==> config.mk <==
export PLATFORM = sky130hd
export DESIGN_NAME = interlocked_output_controller_flat
export DESIGN_NICKNAME = d
export VERILOG_FILES = /design/src/hdl/ioc_pkg.sv /design/src/hdl/ioc_if.sv /design/src/hdl/interlocked_output_controller.sv /design/src/hdl/ioc_cfg_regs.sv /design/src/hdl/ioc_in_stage.sv /design/src/hdl/ioc_core.sv /design/src/hdl/ioc_out_stage.sv /design/src/flat_wrapper.sv
export SDC_FILE = /design/constraint.sdc
export NUM_CORES = 1
export LEC_CHECK = 0
export ABC_AREA = 1
export BUFFER_PORTS_ARGS = -buffer_cell sky130_fd_sc_hd__buf_2
export CAP_MARGIN = 30
export CORE_UTILIZATION = 50
export CTS_CLUSTER_SIZE = 40
export DETAILED_ROUTE_END_ITERATION = 7
export PLACE_DENSITY = 0.7
export SLEW_MARGIN = 20
export SYNTH_ARGS = -nofsm -noshare
export SYNTH_HDL_FRONTEND = slang
export SYNTH_SLANG_ARGS = --single-unit
==> constraint.sdc <==
create_clock -name i_clk -period 4.7 [get_ports i_clk]
set_clock_uncertainty 0.15 [all_clocks]
set_input_delay 0.47 -clock i_clk [delete_from_list [all_inputs] [get_ports i_clk]]
set_output_delay 0.47 -clock i_clk [all_outputs]
set_load 0.01 [all_outputs]
==> src/hdl/ioc_pkg.sv <==
// ----------------------------------------------------------------------------
// ioc_pkg
// Shared types and constants of the interlocked output controller.
// ----------------------------------------------------------------------------
package ioc_pkg;

    localparam int unsigned CFG_IDX_W  = 8;
    localparam int unsigned CFG_DATA_W = 16;

    localparam logic [CFG_IDX_W-1:0] REG_DEAD_TIME = 8'd0;
    localparam logic [CFG_IDX_W-1:0] REG_TIMEOUT   = 8'd1;

    localparam logic [CFG_DATA_W-1:0] DEAD_TIME_RESET = 16'd2000;
    localparam logic [CFG_DATA_W-1:0] TIMEOUT_RESET   = 16'd1000;

    localparam logic [2:0] OP_TICK      = 3'd0;
    localparam logic [2:0] OP_COMMAND   = 3'd1;
    localparam logic [2:0] OP_EMG_STOP  = 3'd2;
    localparam logic [2:0] OP_EMG_RESET = 3'd3;
    localparam logic [2:0] OP_LINK_LOST = 3'd4;

    localparam logic [7:0] MSG_LEN = 8'd5;
    localparam logic [7:0] CH_ZERO = 8'h30;
    localparam logic [7:0] CH_ONE  = 8'h31;

    typedef enum logic [2:0] {
        ST_OK       = 3'd0,
        ST_IGNORED  = 3'd1,
        ST_BAD_LEN  = 3'd2,
        ST_BAD_CHAR = 3'd3,
        ST_TIMEOUT  = 3'd4,
        ST_FAULT    = 3'd5
    } t_status;

    typedef struct packed {
        logic [2:0] opcode;
        logic [7:0] msg_length;
        logic [7:0] char_thumb;
        logic [7:0] char_index;
        logic [7:0] char_middle;
        logic [7:0] char_ring;
        logic [7:0] char_little;
    } t_cmd;

    typedef struct packed {
        logic       gripper_on;
        logic       inspector_on;
        logic       conveyor_on;
        logic       selector_on;
        logic       lock_on;
        logic       emergency_active;
        t_status    status;
    } t_res;

    typedef struct packed {
        logic [CFG_DATA_W-1:0] dead_time_ticks;
        logic [CFG_DATA_W-1:0] timeout_ticks;
    } t_cfg;

endpackage

==> src/hdl/ioc_if.sv <==
// ----------------------------------------------------------------------------
// ioc_if
// Handshake channels of the interlocked output controller.
// ----------------------------------------------------------------------------
interface ioc_cmd_if;
    logic       valid;
    logic       ready;
    logic [2:0] opcode;
    logic [7:0] msg_length;
    logic [7:0] char_thumb;
    logic [7:0] char_index;
    logic [7:0] char_middle;
    logic [7:0] char_ring;
    logic [7:0] char_little;

    modport source (
        output valid, opcode, msg_length, char_thumb, char_index, char_middle,
               char_ring, char_little,
        input  ready
    );
    modport sink (
        input  valid, opcode, msg_length, char_thumb, char_index, char_middle,
               char_ring, char_little,
        output ready
    );
endinterface

interface ioc_res_if;
    logic       valid;
    logic       ready;
    logic       gripper_on;
    logic       inspector_on;
    logic       conveyor_on;
    logic       selector_on;
    logic       lock_on;
    logic       emergency_active;
    logic [2:0] status;

    modport source (
        output valid, gripper_on, inspector_on, conveyor_on, selector_on, lock_on,
               emergency_active, status,
        input  ready
    );
    modport sink (
        input  valid, gripper_on, inspector_on, conveyor_on, selector_on, lock_on,
               emergency_active, status,
        output ready
    );
endinterface

interface ioc_cfg_if;
    logic        valid;
    logic        ready;
    logic [7:0]  index;
    logic [15:0] data;

    modport source (output valid, index, data, input ready);
    modport sink (input valid, index, data, output ready);
endinterface

==> src/hdl/interlocked_output_controller.sv <==
// ----------------------------------------------------------------------------
// interlocked_output_controller
// Gripper/inspector interlock with dead time, emergency latch and watchdog.
//
//   channel   dir   contents
//   i_cmd     in    opcode, msg_length, five command characters
//   o_res     out   five output levels, emergency_active, status
//   i_cfg     in    register index and 16-bit write data
//
// one item per cycle while the result sink accepts; an accepted item loads the input
// register, and then the result register once that register has space
// the state update is a single pass from the input register into the result
// register, gated only by space in the result register
// synchronous active-low reset clears state, valids and loads register defaults
// a stalled output blocks the input once the input register also holds an item
// ----------------------------------------------------------------------------
module interlocked_output_controller #(
    parameter int unsigned COUNTER_WIDTH = 16
) (
    input  logic             i_clk,
    input  logic             i_rst_n,
    ioc_cmd_if.sink          i_cmd,
    ioc_res_if.source        o_res,
    ioc_cfg_if.sink          i_cfg
);
    import ioc_pkg::*;

    t_cmd in_cmd;
    t_cmd stage_cmd;
    t_cfg cfg;
    t_res core_res;
    t_res out_res;
    logic stage_valid;
    logic out_valid;
    logic fire;

    assign in_cmd.opcode      = i_cmd.opcode;
    assign in_cmd.msg_length  = i_cmd.msg_length;
    assign in_cmd.char_thumb  = i_cmd.char_thumb;
    assign in_cmd.char_index  = i_cmd.char_index;
    assign in_cmd.char_middle = i_cmd.char_middle;
    assign in_cmd.char_ring   = i_cmd.char_ring;
    assign in_cmd.char_little = i_cmd.char_little;

    assign fire = stage_valid && (!out_valid || o_res.ready);

    ioc_cfg_regs u_cfg (
        .i_clk      (i_clk),
        .i_rst_n    (i_rst_n),
        .i_wr_valid (i_cfg.valid),
        .o_wr_ready (i_cfg.ready),
        .i_wr_index (i_cfg.index),
        .i_wr_data  (i_cfg.data),
        .o_cfg      (cfg)
    );

    ioc_in_stage u_in (
        .i_clk     (i_clk),
        .i_rst_n   (i_rst_n),
        .i_valid   (i_cmd.valid),
        .o_ready   (i_cmd.ready),
        .i_cmd     (in_cmd),
        .i_advance (fire),
        .o_valid   (stage_valid),
        .o_cmd     (stage_cmd)
    );

    ioc_core #(
        .COUNTER_WIDTH (COUNTER_WIDTH)
    ) u_core (
        .i_clk   (i_clk),
        .i_rst_n (i_rst_n),
        .i_fire  (fire),
        .i_cmd   (stage_cmd),
        .i_cfg   (cfg),
        .o_res   (core_res)
    );

    ioc_out_stage u_out (
        .i_clk   (i_clk),
        .i_rst_n (i_rst_n),
        .i_load  (fire),
        .i_res   (core_res),
        .i_ready (o_res.ready),
        .o_valid (out_valid),
        .o_res   (out_res)
    );

    assign o_res.valid            = out_valid;
    assign o_res.gripper_on       = out_res.gripper_on;
    assign o_res.inspector_on     = out_res.inspector_on;
    assign o_res.conveyor_on      = out_res.conveyor_on;
    assign o_res.selector_on      = out_res.selector_on;
    assign o_res.lock_on          = out_res.lock_on;
    assign o_res.emergency_active = out_res.emergency_active;
    assign o_res.status           = out_res.status;

endmodule

==> src/hdl/ioc_cfg_regs.sv <==
// ----------------------------------------------------------------------------
// ioc_cfg_regs
// Dead time and watchdog timeout registers.
// ----------------------------------------------------------------------------
module ioc_cfg_regs (
    input  logic                            i_clk,
    input  logic                            i_rst_n,
    input  logic                            i_wr_valid,
    output logic                            o_wr_ready,
    input  logic [ioc_pkg::CFG_IDX_W-1:0]   i_wr_index,
    input  logic [ioc_pkg::CFG_DATA_W-1:0]  i_wr_data,
    output ioc_pkg::t_cfg                   o_cfg
);
    import ioc_pkg::*;

    logic [CFG_DATA_W-1:0] r_dead_time;
    logic [CFG_DATA_W-1:0] r_timeout;

    assign o_wr_ready = 1'b1;

    always_ff @(posedge i_clk) begin
        if (!i_rst_n) begin
            r_dead_time <= DEAD_TIME_RESET;
            r_timeout   <= TIMEOUT_RESET;
        end else if (i_wr_valid) begin
            unique case (i_wr_index)
                REG_DEAD_TIME: r_dead_time <= i_wr_data;
                REG_TIMEOUT:   r_timeout   <= i_wr_data;
                default: ;
            endcase
        end
    end

    assign o_cfg.dead_time_ticks = r_dead_time;
    assign o_cfg.timeout_ticks   = r_timeout;

endmodule

==> src/hdl/ioc_in_stage.sv <==
// ----------------------------------------------------------------------------
// ioc_in_stage
// Input register holding one accepted item until the core takes it.
// ----------------------------------------------------------------------------
module ioc_in_stage (
    input  logic          i_clk,
    input  logic          i_rst_n,
    input  logic          i_valid,
    output logic          o_ready,
    input  ioc_pkg::t_cmd i_cmd,
    input  logic          i_advance,
    output logic          o_valid,
    output ioc_pkg::t_cmd o_cmd
);
    import ioc_pkg::*;

    logic r_valid;
    t_cmd r_cmd;

    assign o_ready = !r_valid || i_advance;

    always_ff @(posedge i_clk) begin
        if (!i_rst_n) begin
            r_valid <= 1'b0;
        end else if (i_valid && o_ready) begin
            r_valid <= 1'b1;
        end else if (i_advance) begin
            r_valid <= 1'b0;
        end
    end

    always_ff @(posedge i_clk) begin
        if (i_valid && o_ready) begin
            r_cmd <= i_cmd;
        end
    end

    assign o_valid = r_valid;
    assign o_cmd   = r_cmd;

endmodule

==> src/hdl/ioc_core.sv <==
// ----------------------------------------------------------------------------
// ioc_core
// Interlock, emergency latch and watchdog state with single-pass update.
// ----------------------------------------------------------------------------
module ioc_core #(
    parameter int unsigned COUNTER_WIDTH = 16
) (
    input  logic          i_clk,
    input  logic          i_rst_n,
    input  logic          i_fire,
    input  ioc_pkg::t_cmd i_cmd,
    input  ioc_pkg::t_cfg i_cfg,
    output ioc_pkg::t_res o_res
);
    import ioc_pkg::*;

    localparam int unsigned CW    = COUNTER_WIDTH;
    localparam int unsigned CMP_W = (CW > CFG_DATA_W) ? CW : CFG_DATA_W;

    logic          r_grip;
    logic          r_insp;
    logic          r_grip_req;
    logic          r_insp_req;
    logic [2:0]    r_direct;
    logic          r_emg;
    logic [CW-1:0] r_since_grip;
    logic [CW-1:0] r_since_insp;
    logic [CW-1:0] r_since_cmd;

    logic          n_grip;
    logic          n_insp;
    logic          n_grip_req;
    logic          n_insp_req;
    logic [2:0]    n_direct;
    logic          n_emg;
    logic [CW-1:0] n_since_grip;
    logic [CW-1:0] n_since_insp;
    logic [CW-1:0] n_since_cmd;
    t_status       n_status;

    logic          run_il;
    logic          il_stop;
    logic          chars_ok;
    logic [4:0]    bits;
    logic [39:0]   chars;

    function automatic logic [CW-1:0] sat_inc(input logic [CW-1:0] v);
        return (v == {CW{1'b1}}) ? v : v + CW'(1);
    endfunction

    always_comb begin
        n_grip       = r_grip;
        n_insp       = r_insp;
        n_grip_req   = r_grip_req;
        n_insp_req   = r_insp_req;
        n_direct     = r_direct;
        n_emg        = r_emg;
        n_since_grip = r_since_grip;
        n_since_insp = r_since_insp;
        n_since_cmd  = r_since_cmd;
        n_status     = ST_OK;
        run_il       = 1'b0;
        il_stop      = 1'b0;
        chars        = {i_cmd.char_little, i_cmd.char_ring, i_cmd.char_middle,
                        i_cmd.char_index, i_cmd.char_thumb};
        chars_ok     = 1'b1;
        bits         = '0;

        for (int k = 0; k < 5; k++) begin
            if (chars[8*k +: 8] != CH_ZERO && chars[8*k +: 8] != CH_ONE) begin
                chars_ok = 1'b0;
            end
            bits[k] = (chars[8*k +: 8] == CH_ONE);
        end

        unique case (i_cmd.opcode) inside
            OP_TICK: begin
                n_since_grip = sat_inc(r_since_grip);
                n_since_insp = sat_inc(r_since_insp);
                n_since_cmd  = sat_inc(r_since_cmd);
                run_il       = 1'b1;
            end
            OP_COMMAND: begin
                if (r_emg) begin
                    n_status = ST_IGNORED;
                end else if (i_cmd.msg_length != MSG_LEN) begin
                    n_status = ST_BAD_LEN;
                end else if (!chars_ok) begin
                    n_status = ST_BAD_CHAR;
                end else begin
                    n_since_cmd = '0;
                    n_grip_req  = bits[1];
                    n_insp_req  = bits[3];
                    n_direct    = {bits[4], bits[2], bits[0]};
                    run_il      = 1'b1;
                end
                if (!run_il) begin
                    n_grip       = 1'b0;
                    n_insp       = 1'b0;
                    n_direct     = '0;
                    n_since_grip = '0;
                    n_since_insp = '0;
                end
            end
            OP_EMG_STOP, OP_EMG_RESET, OP_LINK_LOST: begin
                if (i_cmd.opcode == OP_EMG_STOP) begin
                    n_emg      = 1'b1;
                    n_grip_req = 1'b0;
                    n_insp_req = 1'b0;
                end else if (i_cmd.opcode == OP_EMG_RESET) begin
                    n_emg       = 1'b0;
                    n_grip_req  = 1'b0;
                    n_insp_req  = 1'b0;
                    n_since_cmd = '0;
                end
                n_grip       = 1'b0;
                n_insp       = 1'b0;
                n_direct     = '0;
                n_since_grip = '0;
                n_since_insp = '0;
            end
            default: ;
        endcase

        // interlock update
        if (run_il) begin
            if (r_emg) begin
                n_grip = 1'b0;
                n_insp = 1'b0;
            end else begin
                if (n_grip && !n_grip_req) begin
                    n_grip       = 1'b0;
                    n_since_grip = '0;
                end
                if (n_insp && !n_insp_req) begin
                    n_insp       = 1'b0;
                    n_since_insp = '0;
                end
                if (n_grip_req) begin
                    if (n_insp) begin
                        n_grip  = 1'b0;
                        il_stop = 1'b1;
                    end else begin
                        n_grip = CMP_W'(n_since_insp) >= CMP_W'(i_cfg.dead_time_ticks);
                    end
                end
                if (n_insp_req && !il_stop) begin
                    if (n_grip) begin
                        n_insp  = 1'b0;
                        il_stop = 1'b1;
                    end else begin
                        n_insp = CMP_W'(n_since_grip) >= CMP_W'(i_cfg.dead_time_ticks);
                    end
                end
                if (!il_stop && n_grip && n_insp) begin
                    n_grip       = 1'b0;
                    n_insp       = 1'b0;
                    n_since_grip = '0;
                    n_since_insp = '0;
                    n_status     = ST_FAULT;
                end
            end
        end

        // watchdog and latch hold on ticks
        if (i_cmd.opcode == OP_TICK) begin
            if (r_emg || CMP_W'(n_since_cmd) > CMP_W'(i_cfg.timeout_ticks)) begin
                n_grip       = 1'b0;
                n_insp       = 1'b0;
                n_direct     = '0;
                n_since_grip = '0;
                n_since_insp = '0;
                if (!r_emg) begin
                    n_grip_req  = 1'b0;
                    n_insp_req  = 1'b0;
                    n_since_cmd = '0;
                    n_status    = ST_TIMEOUT;
                end
            end
        end
    end

    always_ff @(posedge i_clk) begin
        if (!i_rst_n) begin
            r_grip       <= 1'b0;
            r_insp       <= 1'b0;
            r_grip_req   <= 1'b0;
            r_insp_req   <= 1'b0;
            r_direct     <= '0;
            r_emg        <= 1'b0;
            r_since_grip <= '0;
            r_since_insp <= '0;
            r_since_cmd  <= '0;
        end else if (i_fire) begin
            r_grip       <= n_grip;
            r_insp       <= n_insp;
            r_grip_req   <= n_grip_req;
            r_insp_req   <= n_insp_req;
            r_direct     <= n_direct;
            r_emg        <= n_emg;
            r_since_grip <= n_since_grip;
            r_since_insp <= n_since_insp;
            r_since_cmd  <= n_since_cmd;
        end
    end

    assign o_res.gripper_on       = n_grip;
    assign o_res.inspector_on     = n_insp;
    assign o_res.conveyor_on      = n_direct[0];
    assign o_res.selector_on      = n_direct[1];
    assign o_res.lock_on          = n_direct[2];
    assign o_res.emergency_active = n_emg;
    assign o_res.status           = n_status;

endmodule

==> src/hdl/ioc_out_stage.sv <==
// ----------------------------------------------------------------------------
// ioc_out_stage
// Result register holding one finished item until the sink takes it.
// ----------------------------------------------------------------------------
module ioc_out_stage (
    input  logic          i_clk,
    input  logic          i_rst_n,
    input  logic          i_load,
    input  ioc_pkg::t_res i_res,
    input  logic          i_ready,
    output logic          o_valid,
    output ioc_pkg::t_res o_res
);
    import ioc_pkg::*;

    logic r_valid;
    t_res r_res;

    always_ff @(posedge i_clk) begin
        if (!i_rst_n) begin
            r_valid <= 1'b0;
        end else if (i_load) begin
            r_valid <= 1'b1;
        end else if (i_ready) begin
            r_valid <= 1'b0;
        end
    end

    always_ff @(posedge i_clk) begin
        if (i_load) begin
            r_res <= i_res;
        end
    end

    assign o_valid = r_valid;
    assign o_res   = r_res;

endmodule

==> src/flat_wrapper.sv <==
// flat-port wrapper written by rule: the top's interface ports become plain ports
module interlocked_output_controller_flat import ioc_pkg::*;
#(
    parameter int unsigned COUNTER_WIDTH = 16
)
  (i_clk, i_rst_n, i_cmd_valid, i_cmd_opcode, i_cmd_msg_length, i_cmd_char_thumb, i_cmd_char_index, i_cmd_char_middle, i_cmd_char_ring, i_cmd_char_little, i_cmd_ready, o_res_valid, o_res_gripper_on, o_res_inspector_on, o_res_conveyor_on, o_res_selector_on, o_res_lock_on, o_res_emergency_active, o_res_status, o_res_ready, i_cfg_valid, i_cfg_index, i_cfg_data, i_cfg_ready);
  ioc_cmd_if i_cmd_i ();
  ioc_res_if o_res_i ();
  ioc_cfg_if i_cfg_i ();
  input  logic i_clk;
  input  logic i_rst_n;
  input wire logic [$bits(i_cmd_i.valid)-1:0] i_cmd_valid;
  input wire logic [$bits(i_cmd_i.opcode)-1:0] i_cmd_opcode;
  input wire logic [$bits(i_cmd_i.msg_length)-1:0] i_cmd_msg_length;
  input wire logic [$bits(i_cmd_i.char_thumb)-1:0] i_cmd_char_thumb;
  input wire logic [$bits(i_cmd_i.char_index)-1:0] i_cmd_char_index;
  input wire logic [$bits(i_cmd_i.char_middle)-1:0] i_cmd_char_middle;
  input wire logic [$bits(i_cmd_i.char_ring)-1:0] i_cmd_char_ring;
  input wire logic [$bits(i_cmd_i.char_little)-1:0] i_cmd_char_little;
  output wire logic [$bits(i_cmd_i.ready)-1:0] i_cmd_ready;
  output wire logic [$bits(o_res_i.valid)-1:0] o_res_valid;
  output wire logic [$bits(o_res_i.gripper_on)-1:0] o_res_gripper_on;
  output wire logic [$bits(o_res_i.inspector_on)-1:0] o_res_inspector_on;
  output wire logic [$bits(o_res_i.conveyor_on)-1:0] o_res_conveyor_on;
  output wire logic [$bits(o_res_i.selector_on)-1:0] o_res_selector_on;
  output wire logic [$bits(o_res_i.lock_on)-1:0] o_res_lock_on;
  output wire logic [$bits(o_res_i.emergency_active)-1:0] o_res_emergency_active;
  output wire logic [$bits(o_res_i.status)-1:0] o_res_status;
  input wire logic [$bits(o_res_i.ready)-1:0] o_res_ready;
  input wire logic [$bits(i_cfg_i.valid)-1:0] i_cfg_valid;
  input wire logic [$bits(i_cfg_i.index)-1:0] i_cfg_index;
  input wire logic [$bits(i_cfg_i.data)-1:0] i_cfg_data;
  output wire logic [$bits(i_cfg_i.ready)-1:0] i_cfg_ready;
  assign i_cmd_i.valid = i_cmd_valid;
  assign i_cmd_i.opcode = i_cmd_opcode;
  assign i_cmd_i.msg_length = i_cmd_msg_length;
  assign i_cmd_i.char_thumb = i_cmd_char_thumb;
  assign i_cmd_i.char_index = i_cmd_char_index;
  assign i_cmd_i.char_middle = i_cmd_char_middle;
  assign i_cmd_i.char_ring = i_cmd_char_ring;
  assign i_cmd_i.char_little = i_cmd_char_little;
  assign i_cmd_ready = i_cmd_i.ready;
  assign o_res_valid = o_res_i.valid;
  assign o_res_gripper_on = o_res_i.gripper_on;
  assign o_res_inspector_on = o_res_i.inspector_on;
  assign o_res_conveyor_on = o_res_i.conveyor_on;
  assign o_res_selector_on = o_res_i.selector_on;
  assign o_res_lock_on = o_res_i.lock_on;
  assign o_res_emergency_active = o_res_i.emergency_active;
  assign o_res_status = o_res_i.status;
  assign o_res_i.ready = o_res_ready;
  assign i_cfg_i.valid = i_cfg_valid;
  assign i_cfg_i.index = i_cfg_index;
  assign i_cfg_i.data = i_cfg_data;
  assign i_cfg_ready = i_cfg_i.ready;
  interlocked_output_controller #(.COUNTER_WIDTH(COUNTER_WIDTH)) u_core (.i_clk(i_clk), .i_rst_n(i_rst_n), .i_cmd(i_cmd_i), .o_res(o_res_i), .i_cfg(i_cfg_i));
endmodule
Yosys cells after proc, flatten, opt, wreduce, memory -nomap -nowiden
Index checks and enable logic that the tools add are counted.
{"block": "word_totals", "regBits": 150, "input_bits": 80, "output_inout_bits": 12, "word_cells": 203}
{"block": "op_classes", "n_addsub": 3, "n_lt_le_gt_ge": 3, "eq_ne": 24, "muxes": 118, "reduce_logical": 28}
{"op": "2-to-1 mux 16 bit", "count": 29}
{"op": "case mux 16 bit (3 select lines)", "count": 3}
{"op": "!= test 8 x 6 -> 1 bit, second input constant", "count": 10}
{"op": "2-to-1 mux 1 bit", "count": 64}
{"op": "adder 16 x 1 -> 16 bit, second input constant", "count": 3}
{"op": "== test 16 bit, second input constant", "count": 3}
{"op": "2-to-1 mux 3 bit", "count": 14}
{"op": "== test 8 x 6 -> 1 bit, second input constant", "count": 5}
{"op": "greater-or-equal comparator 16 bit", "count": 2}
{"op": "> comparator 16 bit", "count": 1}
{"op": "logical AND 1 bit", "count": 12}
{"op": "case mux 1 bit (2 select lines)", "count": 5}
{"op": "== test 8 x 1 -> 1 bit, second input constant", "count": 1}
{"op": "zero test 8 bit", "count": 1}
{"op": "!= test 8 x 3 -> 1 bit, second input constant", "count": 1}
{"op": "== test 3 x 2 -> 1 bit, second input constant", "count": 2}
{"op": "zero test 1 bit", "count": 6}
{"op": "case mux 3 bit (2 select lines)", "count": 1}
{"op": "2-to-1 mux 2 bit", "count": 2}
{"op": "AND reduction 2 bit", "count": 2}
{"op": "nonzero test 2 bit", "count": 2}
{"op": "== test 3 x 1 -> 1 bit, second input constant", "count": 1}
{"op": "== test 3 bit, second input constant", "count": 1}
{"op": "zero test 3 bit", "count": 1}
{"op": "other kinds (2)", "count": 4}

Logic depth before layout (Yosys ltp)
{"block": "depth", "ltp_word": 35, "depth_mapped": 29, "ltp_nobuf": 29}

Modules after synthesis
A second synthesis with hierarchy kept.
{"block": "unflattened", "hier_cells": 1223, "area_unflattened_um2": 8994.9}
{"module": "ioc_core", "instances": 1, "cells_each": 958, "area_each_um2": 5756.8, "seq_area_each_um2": 1121.1}
{"module": "ioc_in_stage", "instances": 1, "cells_each": 58, "area_each_um2": 1582.8, "seq_area_each_um2": 1551.5}
{"module": "ioc_cfg_regs", "instances": 1, "cells_each": 189, "area_each_um2": 1325.0, "seq_area_each_um2": 640.6}
{"module": "ioc_out_stage", "instances": 1, "cells_each": 15, "area_each_um2": 314.1, "seq_area_each_um2": 290.3}
{"module": "interlocked_output_controller", "instances": 1, "cells_each": 3, "area_each_um2": 16.3, "seq_area_each_um2": 0.0}

Worst setup path after synthesis
No wires, ideal clock.
{"block": "synth_timing", "kind": "register to register", "startpoint": "register u_core.u_in.r_cmd, in the netlist u_core.u_in.o_cmd[11]", "endpoint": "register u_core.u_core.r_since_grip[12]", "setup_ns": 0.066, "arrival_ns": 3.284, "required_time_ns": 4.484, "slack_ns": 1.200, "path_stages_with_launch": 26, "path_buffers": 2, "synth_period_minus_slack_ns": 3.500, "path_cell_list": "edfxtp_1 nor2_1 nand2_1 nor2_1 nand3_1 nor2_1 nand3_1 nand2_1 nand2_1 a21oi_2 buf_2 o21ai_0 ha_1 nand2_1 inv_1 nand3_1 nor3_1 nand4_1 nand2_1 nand2_1 a21oi_2 o21ai_2 inv_2 buf_8 nand2_1 a21oi_2"}
{"block": "synth_via", "elab_chain_len": 31, "word_cells_on_any_way": 75, "classes_between": "order compare (3); eq/ne (3); mux (58); reduce/logical (11)"}
{"item": "start: declaration", "line_no": "ioc_in_stage.sv:18", "text": "t_cmd r_cmd;"}
{"item": "start signal: assignment", "line_no": "ioc_in_stage.sv:34", "text": "r_cmd <= i_cmd;"}
{"item": "!= test 8 x 6 -> 1 bit", "line_no": "ioc_core.sv:70", "text": "if (chars[8*k +: 8] != CH_ZERO && chars[8*k +: 8] != CH_ONE) begin"}
{"item": "logical AND 1 bit", "line_no": "ioc_core.sv:70"}
{"item": "2-to-1 mux 1 bit (2 in series)", "line_no": "ioc_core.sv:70"}
{"item": "2-to-1 mux 1 bit", "line_no": "ioc_core.sv:88", "text": "end else if (!chars_ok) begin"}
{"item": "2-to-1 mux 1 bit", "line_no": "ioc_core.sv:86", "text": "end else if (i_cmd.msg_length != MSG_LEN) begin"}
{"item": "2-to-1 mux 1 bit", "line_no": "ioc_core.sv:84", "text": "if (r_emg) begin"}
{"item": "2-to-1 mux 1 bit", "line_no": "ioc_core.sv:76", "text": "unique case (i_cmd.opcode) inside"}
{"item": "2-to-1 mux 1 bit", "line_no": "ioc_core.sv:97", "text": "if (!run_il) begin"}
{"item": "[... 13 more ...]"}
{"item": "2-to-1 mux 1 bit", "line_no": "ioc_core.sv:126", "text": "if (run_il) begin"}
{"item": "zero test 1 bit", "line_no": "ioc_core.sv:155", "text": "if (!il_stop && n_grip && n_insp) begin"}
{"item": "logical AND 1 bit (2 in series)", "line_no": "ioc_core.sv:155"}
{"item": "2-to-1 mux 16 bit", "line_no": "ioc_core.sv:155"}
{"item": "2-to-1 mux 16 bit", "line_no": "ioc_core.sv:127", "text": "if (r_emg) begin"}
{"item": "2-to-1 mux 16 bit", "line_no": "ioc_core.sv:126"}
{"item": "2-to-1 mux 16 bit", "line_no": "ioc_core.sv:167", "text": "if (r_emg || CMP_W'(n_since_cmd) > CMP_W'(i_cfg.timeout_ticks)) begin"}
{"item": "2-to-1 mux 16 bit (*)", "line_no": "ioc_core.sv:166", "text": "if (i_cmd.opcode == OP_TICK) begin"}
{"item": "end signal: assignment", "line_no": "ioc_core.sv:201", "text": "r_since_grip <= n_since_grip;"}
{"item": "end: declaration", "line_no": "ioc_core.sv:26", "text": "logic [CW-1:0] r_since_grip;"}
Mark *: on every way between the ends. The rest lies on a longest branch, timed or not. The select of a mux whose other input is x is not followed.
A chain may end at the register's enable or synchronous reset.

Worst setup path in the final report
{"block": "layout_timing", "startpoint": "register u_core.u_in.r_cmd, in the netlist u_core.u_in.o_cmd[23]", "endpoint": "register u_core.u_core.r_since_insp[1]"}
{"block": "layout_via", "elab_chain_len": 32, "word_cells_on_any_way": 75, "classes_between": "order compare (3); eq/ne (2); mux (59); reduce/logical (11)"}
{"item": "!= test 8 x 6 -> 1 bit", "line_no": "ioc_core.sv:70"}
{"item": "logical AND 1 bit (*)", "line_no": "ioc_core.sv:70"}
{"item": "2-to-1 mux 1 bit (*) (3 in series)", "line_no": "ioc_core.sv:70"}
{"item": "2-to-1 mux 1 bit", "line_no": "ioc_core.sv:88"}
{"item": "2-to-1 mux 1 bit", "line_no": "ioc_core.sv:86"}
{"item": "2-to-1 mux 1 bit", "line_no": "ioc_core.sv:84"}
{"item": "2-to-1 mux 1 bit", "line_no": "ioc_core.sv:76"}
{"item": "2-to-1 mux 1 bit", "line_no": "ioc_core.sv:97"}
{"item": "[... 13 more ...]"}
{"item": "2-to-1 mux 1 bit", "line_no": "ioc_core.sv:126"}
{"item": "zero test 1 bit", "line_no": "ioc_core.sv:155"}
{"item": "logical AND 1 bit (2 in series)", "line_no": "ioc_core.sv:155"}
{"item": "2-to-1 mux 16 bit", "line_no": "ioc_core.sv:155"}
{"item": "2-to-1 mux 16 bit", "line_no": "ioc_core.sv:127"}
{"item": "2-to-1 mux 16 bit", "line_no": "ioc_core.sv:126"}
{"item": "2-to-1 mux 16 bit", "line_no": "ioc_core.sv:167"}
{"item": "2-to-1 mux 16 bit (*)", "line_no": "ioc_core.sv:166"}
{"item": "end signal: assignment", "line_no": "ioc_core.sv:202", "text": "r_since_insp <= n_since_insp;"}
{"item": "end: declaration", "line_no": "ioc_core.sv:27", "text": "logic [CW-1:0] r_since_insp;"}
Marks and branches as above.

==> impl_metrics.xml <==
<?xml version="1.0" encoding="UTF-8"?>
<metrics>
  <group name="status">
    <metric name="status" unit="">finished clean</metric>
  </group>
  <group name="timing">
    <metric name="worst_slew_slack_as_a_fraction_of_its_limit" unit="">0.413</metric>
    <metric name="timing.hold.ws" unit="ns">0.0567</metric>
    <metric name="layout_worst_path_cycle_share" unit="">0.839</metric>
    <metric name="timing.final.crit_period" unit="ns">3.94</metric>
    <metric name="setup_total_negative_slack" unit="ns">0</metric>
    <metric name="finalMaxSlewViolations" unit="">0</metric>
    <metric name="setup_viol" unit="">0</metric>
    <metric name="unrepaired_setup_endpoints_after_global_routing" unit="">false</metric>
    <metric name="final_hold_vio_count" unit="">0</metric>
    <metric name="setup_ws" unit="ns">0.756</metric>
    <metric name="max_freq" unit="MHz">254</metric>
    <metric name="worst_tran_pin_value" unit="ns">0.878</metric>
  </group>
  <group name="route">
    <metric name="drtAntennaViolNets" unit="">0</metric>
    <metric name="dr_total_vias" unit="">7852</metric>
    <metric name="detail_route.first_pass.iterations" unit="">5</metric>
    <metric name="drt_first_iter_violations" unit="">566</metric>
    <metric name="totalWireLength" unit="µm">21500</metric>
    <metric name="detailed_route_wire_length_per_cell" unit="µm">14.7</metric>
    <metric name="detail_route.drc_violations" unit="">0</metric>
    <metric name="drt-vias-per-instance" unit="">5.35</metric>
  </group>
  <group name="logic_synthesis">
    <metric name="synth_enable_flop_cells" unit="">60</metric>
    <metric name="synth_top_area_cell" unit="">sky130_fd_sc_hd__dfxtp_1</metric>
    <metric name="synth_most_common_cell" unit="">sky130_fd_sc_hd__nand2_1</metric>
    <metric name="post_synth_instance_area" unit="µm²">8630</metric>
    <metric name="postSynth.topFlopCell" unit="">sky130_fd_sc_hd__dfxtp_1</metric>
    <metric name="yosys_register_bits" unit="">150</metric>
    <metric name="async_sr_flop_fraction" unit="">0</metric>
    <metric name="netlist_cell_types" unit="">52</metric>
    <metric name="post-synth-top-area-fraction" unit="">0.209</metric>
    <metric name="synthesis.area_per_instance" unit="µm²">7.51</metric>
    <metric name="postSynthNetCount" unit="">1280</metric>
    <metric name="synthTopCellsByCount" unit="">sky130_fd_sc_hd__nand2_1, sky130_fd_sc_hd__inv_1, sky130_fd_sc_hd__a21oi_1</metric>
    <metric name="synthesis.instances" unit="">1149</metric>
    <metric name="synth_top_cells_by_area" unit="">sky130_fd_sc_hd__dfxtp_1, sky130_fd_sc_hd__edfxtp_1, sky130_fd_sc_hd__nand2_1</metric>
    <metric name="yosysWarningCount" unit="">0</metric>
    <metric name="seq_area_frac_synth" unit="">0.418</metric>
  </group>
  <group name="job">
    <metric name="drv_cap" unit="">0</metric>
  </group>
  <group name="hold_path">
    <metric name="whs_path_depth" unit="">1</metric>
    <metric name="hold-path-endpoint" unit="">u_core.u_in.o_cmd[15]</metric>
    <metric name="min_path_type" unit="">in -&gt; reg</metric>
    <metric name="timing.hold.worst.start" unit="">i_cmd_char_ring[7]</metric>
  </group>
  <group name="setup_path">
    <metric name="timing.critical_path.depth" unit="">28</metric>
    <metric name="crit_path_end_kind" unit="">register</metric>
    <metric name="critical_path.startpoint_type" unit="">register</metric>
    <metric name="cp_slowest_cell" unit="">sky130_fd_sc_hd__edfxtp_1</metric>
    <metric name="r2r_cells" unit="">28</metric>
    <metric name="cp_required" unit="ns">4.90</metric>
    <metric name="reg_to_reg_setup_timing_slack" unit="ns">0.76</metric>
    <metric name="path_common_cell" unit="">sky130_fd_sc_hd__nand2_1</metric>
    <metric name="cp_top_family" unit="">simple AND/OR/NAND/NOR gates</metric>
    <metric name="critical_path.max_fanout" unit="">16</metric>
    <metric name="path_class" unit="">reg -&gt; reg</metric>
    <metric name="timing.critical_path.arrival" unit="ns">4.15</metric>
    <metric name="cp_num_buf_inv" unit="">4</metric>
    <metric name="critPathMaxStageDelay" unit="ns">0.36</metric>
    <metric name="r2r-start" unit="">u_core.u_in.o_cmd[23]</metric>
    <metric name="r2r_end" unit="">u_core.u_core.r_since_insp[1]</metric>
  </group>
  <group name="clock_tree">
    <metric name="clk_pin_slew" unit="ns">0.07</metric>
    <metric name="h-tree-depth" unit="">4</metric>
    <metric name="holdBufCountCts" unit="">0</metric>
    <metric name="tritoncts" unit="">yes</metric>
    <metric name="cts-buffers-inserted" unit="">17</metric>
    <metric name="cts_post_setup_buffers_inserted" unit="">0</metric>
    <metric name="numClockSinks" unit="">150</metric>
    <metric name="ctsLongestPathBuffers" unit="">2</metric>
    <metric name="clock_tree.root_cell" unit="">sky130_fd_sc_hd__clkbuf_16</metric>
    <metric name="cts.repair.resized" unit="">0</metric>
    <metric name="worst_skew_pair.late_latency" unit="ns">0.43</metric>
  </group>
  <group name="placed_design">
    <metric name="dp_hpwl" unit="µm">15900</metric>
    <metric name="globalplace.congestion" unit="">0.875</metric>
    <metric name="dpl_worst_slack" unit="ns">0.842</metric>
    <metric name="place.port_buffers" unit="">90</metric>
  </group>
  <group name="floorplan">
    <metric name="die_height" unit="µm">133</metric>
    <metric name="floorplan.die_area" unit="µm²">17800</metric>
    <metric name="starting_density_of_the_core" unit="">0.517</metric>
    <metric name="x_dimension_of_the_die" unit="µm">133</metric>
    <metric name="placeableCoreArea" unit="µm²">16700</metric>
    <metric name="placementRows" unit="">47</metric>
    <metric name="ports" unit="">92</metric>
  </group>
  <group name="global_routing">
    <metric name="globalRoute.totalOverflow" unit="">0</metric>
    <metric name="grt_start_max_net_pins" unit="">55</metric>
    <metric name="antenna_found_initial" unit="">0</metric>
    <metric name="grt_pass1_wl" unit="µm">34900</metric>
    <metric name="globalRouteTotalUtil" unit="">0.248</metric>
    <metric name="first_global_vias" unit="">7191</metric>
  </group>
  <group name="pwr">
    <metric name="static-leakage-power" unit="nW">4.28</metric>
    <metric name="p_per_area" unit="nW/µm²">301</metric>
    <metric name="totalPowerFinal" unit="mW">2.98</metric>
    <metric name="vdd.ir_drop.worst" unit="mV">0.237</metric>
  </group>
  <group name="layout">
    <metric name="drive_above_1_share" unit="">0.153</metric>
    <metric name="diodes" unit="">0</metric>
    <metric name="area_growth" unit="%">14.7</metric>
    <metric name="nets" unit="">1367</metric>
  </group>
</metrics>
worst reg2reg max path: cells and delay by family, from the launching register on:
family / cells / cell delay [ns]
adder cells (fa/ha/maj): 1 / 0.31
flip-flops: 1 / 0.36
buffers and inverters: 4 / 0.61
AO/OA/AOI/OAI: 7 / 0.88
AND/OR/NAND/NOR: 16 / 1.58
sequential cells by signal (all words and copies together) (netlist names):
signal / count
u_core.u_in.o_cmd: 51
u_core.u_core.r_insp: 1
u_core.u_core.r_grip_req: 1
u_core.u_out.o_valid: 1
u_core.u_core.r_grip: 1
u_core.u_out.o_res: 9
u_core.u_cfg.r_dead_time: 16
u_core.u_core.r_since_grip: 16
u_core.u_core.r_insp_req: 1
u_core.u_core.r_since_cmd: 16
u_core.u_core.r_direct: 3
u_core.u_core.r_emg: 1
u_core.u_cfg.r_timeout: 16
u_core.u_in.o_valid: 1
u_core.u_core.r_since_insp: 16
report_power, final:
group | switching, mW | leakage, nW | total (mW) | internal (mW)
clock | 0.614 | 0.284 | 1.38 | 0.769
sequential | 0.0144 | 1.31 | 1.41 | 1.39
combinational | 0.129 | 2.68 | 0.190 | 0.0611
layer usage:
layer / wire, µm / GRT usage
met5: 0 / 0
met3: 983 / 0.0449
met4: 340 / 0.0770
met1: 9940 / 0.324
met2: 10300 / 0.417
stage by stage:
stage                      util  area (µm²)  std cells
final                     0.593        9900       1469
after detailed placement  0.556        9290       1436
after global routing      0.593        9900       1469
after global placement    0.555        9270       1435
after CTS                 0.591        9880       1468
after floorplan               -        8630       1149
logic make-up (layout without fill, tap and decap cells):
group / count (synthesis) / count (layout) / share of synthesized area
buffers and inverters: 204 / 304 / 0.0938
other: 1 / 1 / 0.000434
xor gates and xnor gates: 4 / 4 / 0.00406
and+or+nand+nor: 482 / 482 / 0.241
DFF: 150 / 150 / 0.418
AOI/OAI and AO/OA: 257 / 257 / 0.169
adders and majority gates: 51 / 51 / 0.0739
placed cells by master (no fill, tap or decap), types with 15 or more instances in the layout:
cell type                   instances
sky130_fd_sc_hd__nand2_1          276
sky130_fd_sc_hd__inv_1            152
sky130_fd_sc_hd__a21oi_1          107
sky130_fd_sc_hd__buf_2             90
sky130_fd_sc_hd__dfxtp_1           90
sky130_fd_sc_hd__nor2_1            84
sky130_fd_sc_hd__o21ai_0           78
sky130_fd_sc_hd__edfxtp_1          60
sky130_fd_sc_hd__ha_1              51
sky130_fd_sc_hd__nand3_1           47
sky130_fd_sc_hd__nor3_1            20
sky130_fd_sc_hd__nand4_1           20
sky130_fd_sc_hd__o211ai_1          18
sky130_fd_sc_hd__clkbuf_16         17
sky130_fd_sc_hd__inv_2             15
cell type report:
| class | count | area [µm²] |
|---|---|---|
| Tap cell | 220 | 275 |
| Sequential cell | 150 | 3600 |
| Inverter | 171 | 646 |
| Timing Repair Buffer | 101 | 558 |
| Multi-Input combinational cell | 795 | 4220 |
| Clock inverter | 14 | 153 |
| Fill cell | 1564 | 6800 |
| Clock buffer | 18 | 439 |
worst max-delay path by stage:
stage	start	end	slack, ns
floorplan	u_core.u_in.o_cmd[11]	u_core.u_core.r_since_grip[12]	1.20
global placement	u_core.u_in.o_cmd[23]	u_core.u_core.r_since_insp[15]	0.83
detailed placement	u_core.u_in.o_cmd[23]	u_core.u_core.r_since_insp[13]	0.84
CTS	u_core.u_in.o_cmd[22]	u_core.u_core.r_since_insp[13]	0.81
global route	u_core.u_in.o_cmd[15]	u_core.u_core.r_since_insp[0]	0.32
finish	u_core.u_in.o_cmd[23]	u_core.u_core.r_since_insp[1]	0.76
(Power assumes the default switching activity.)
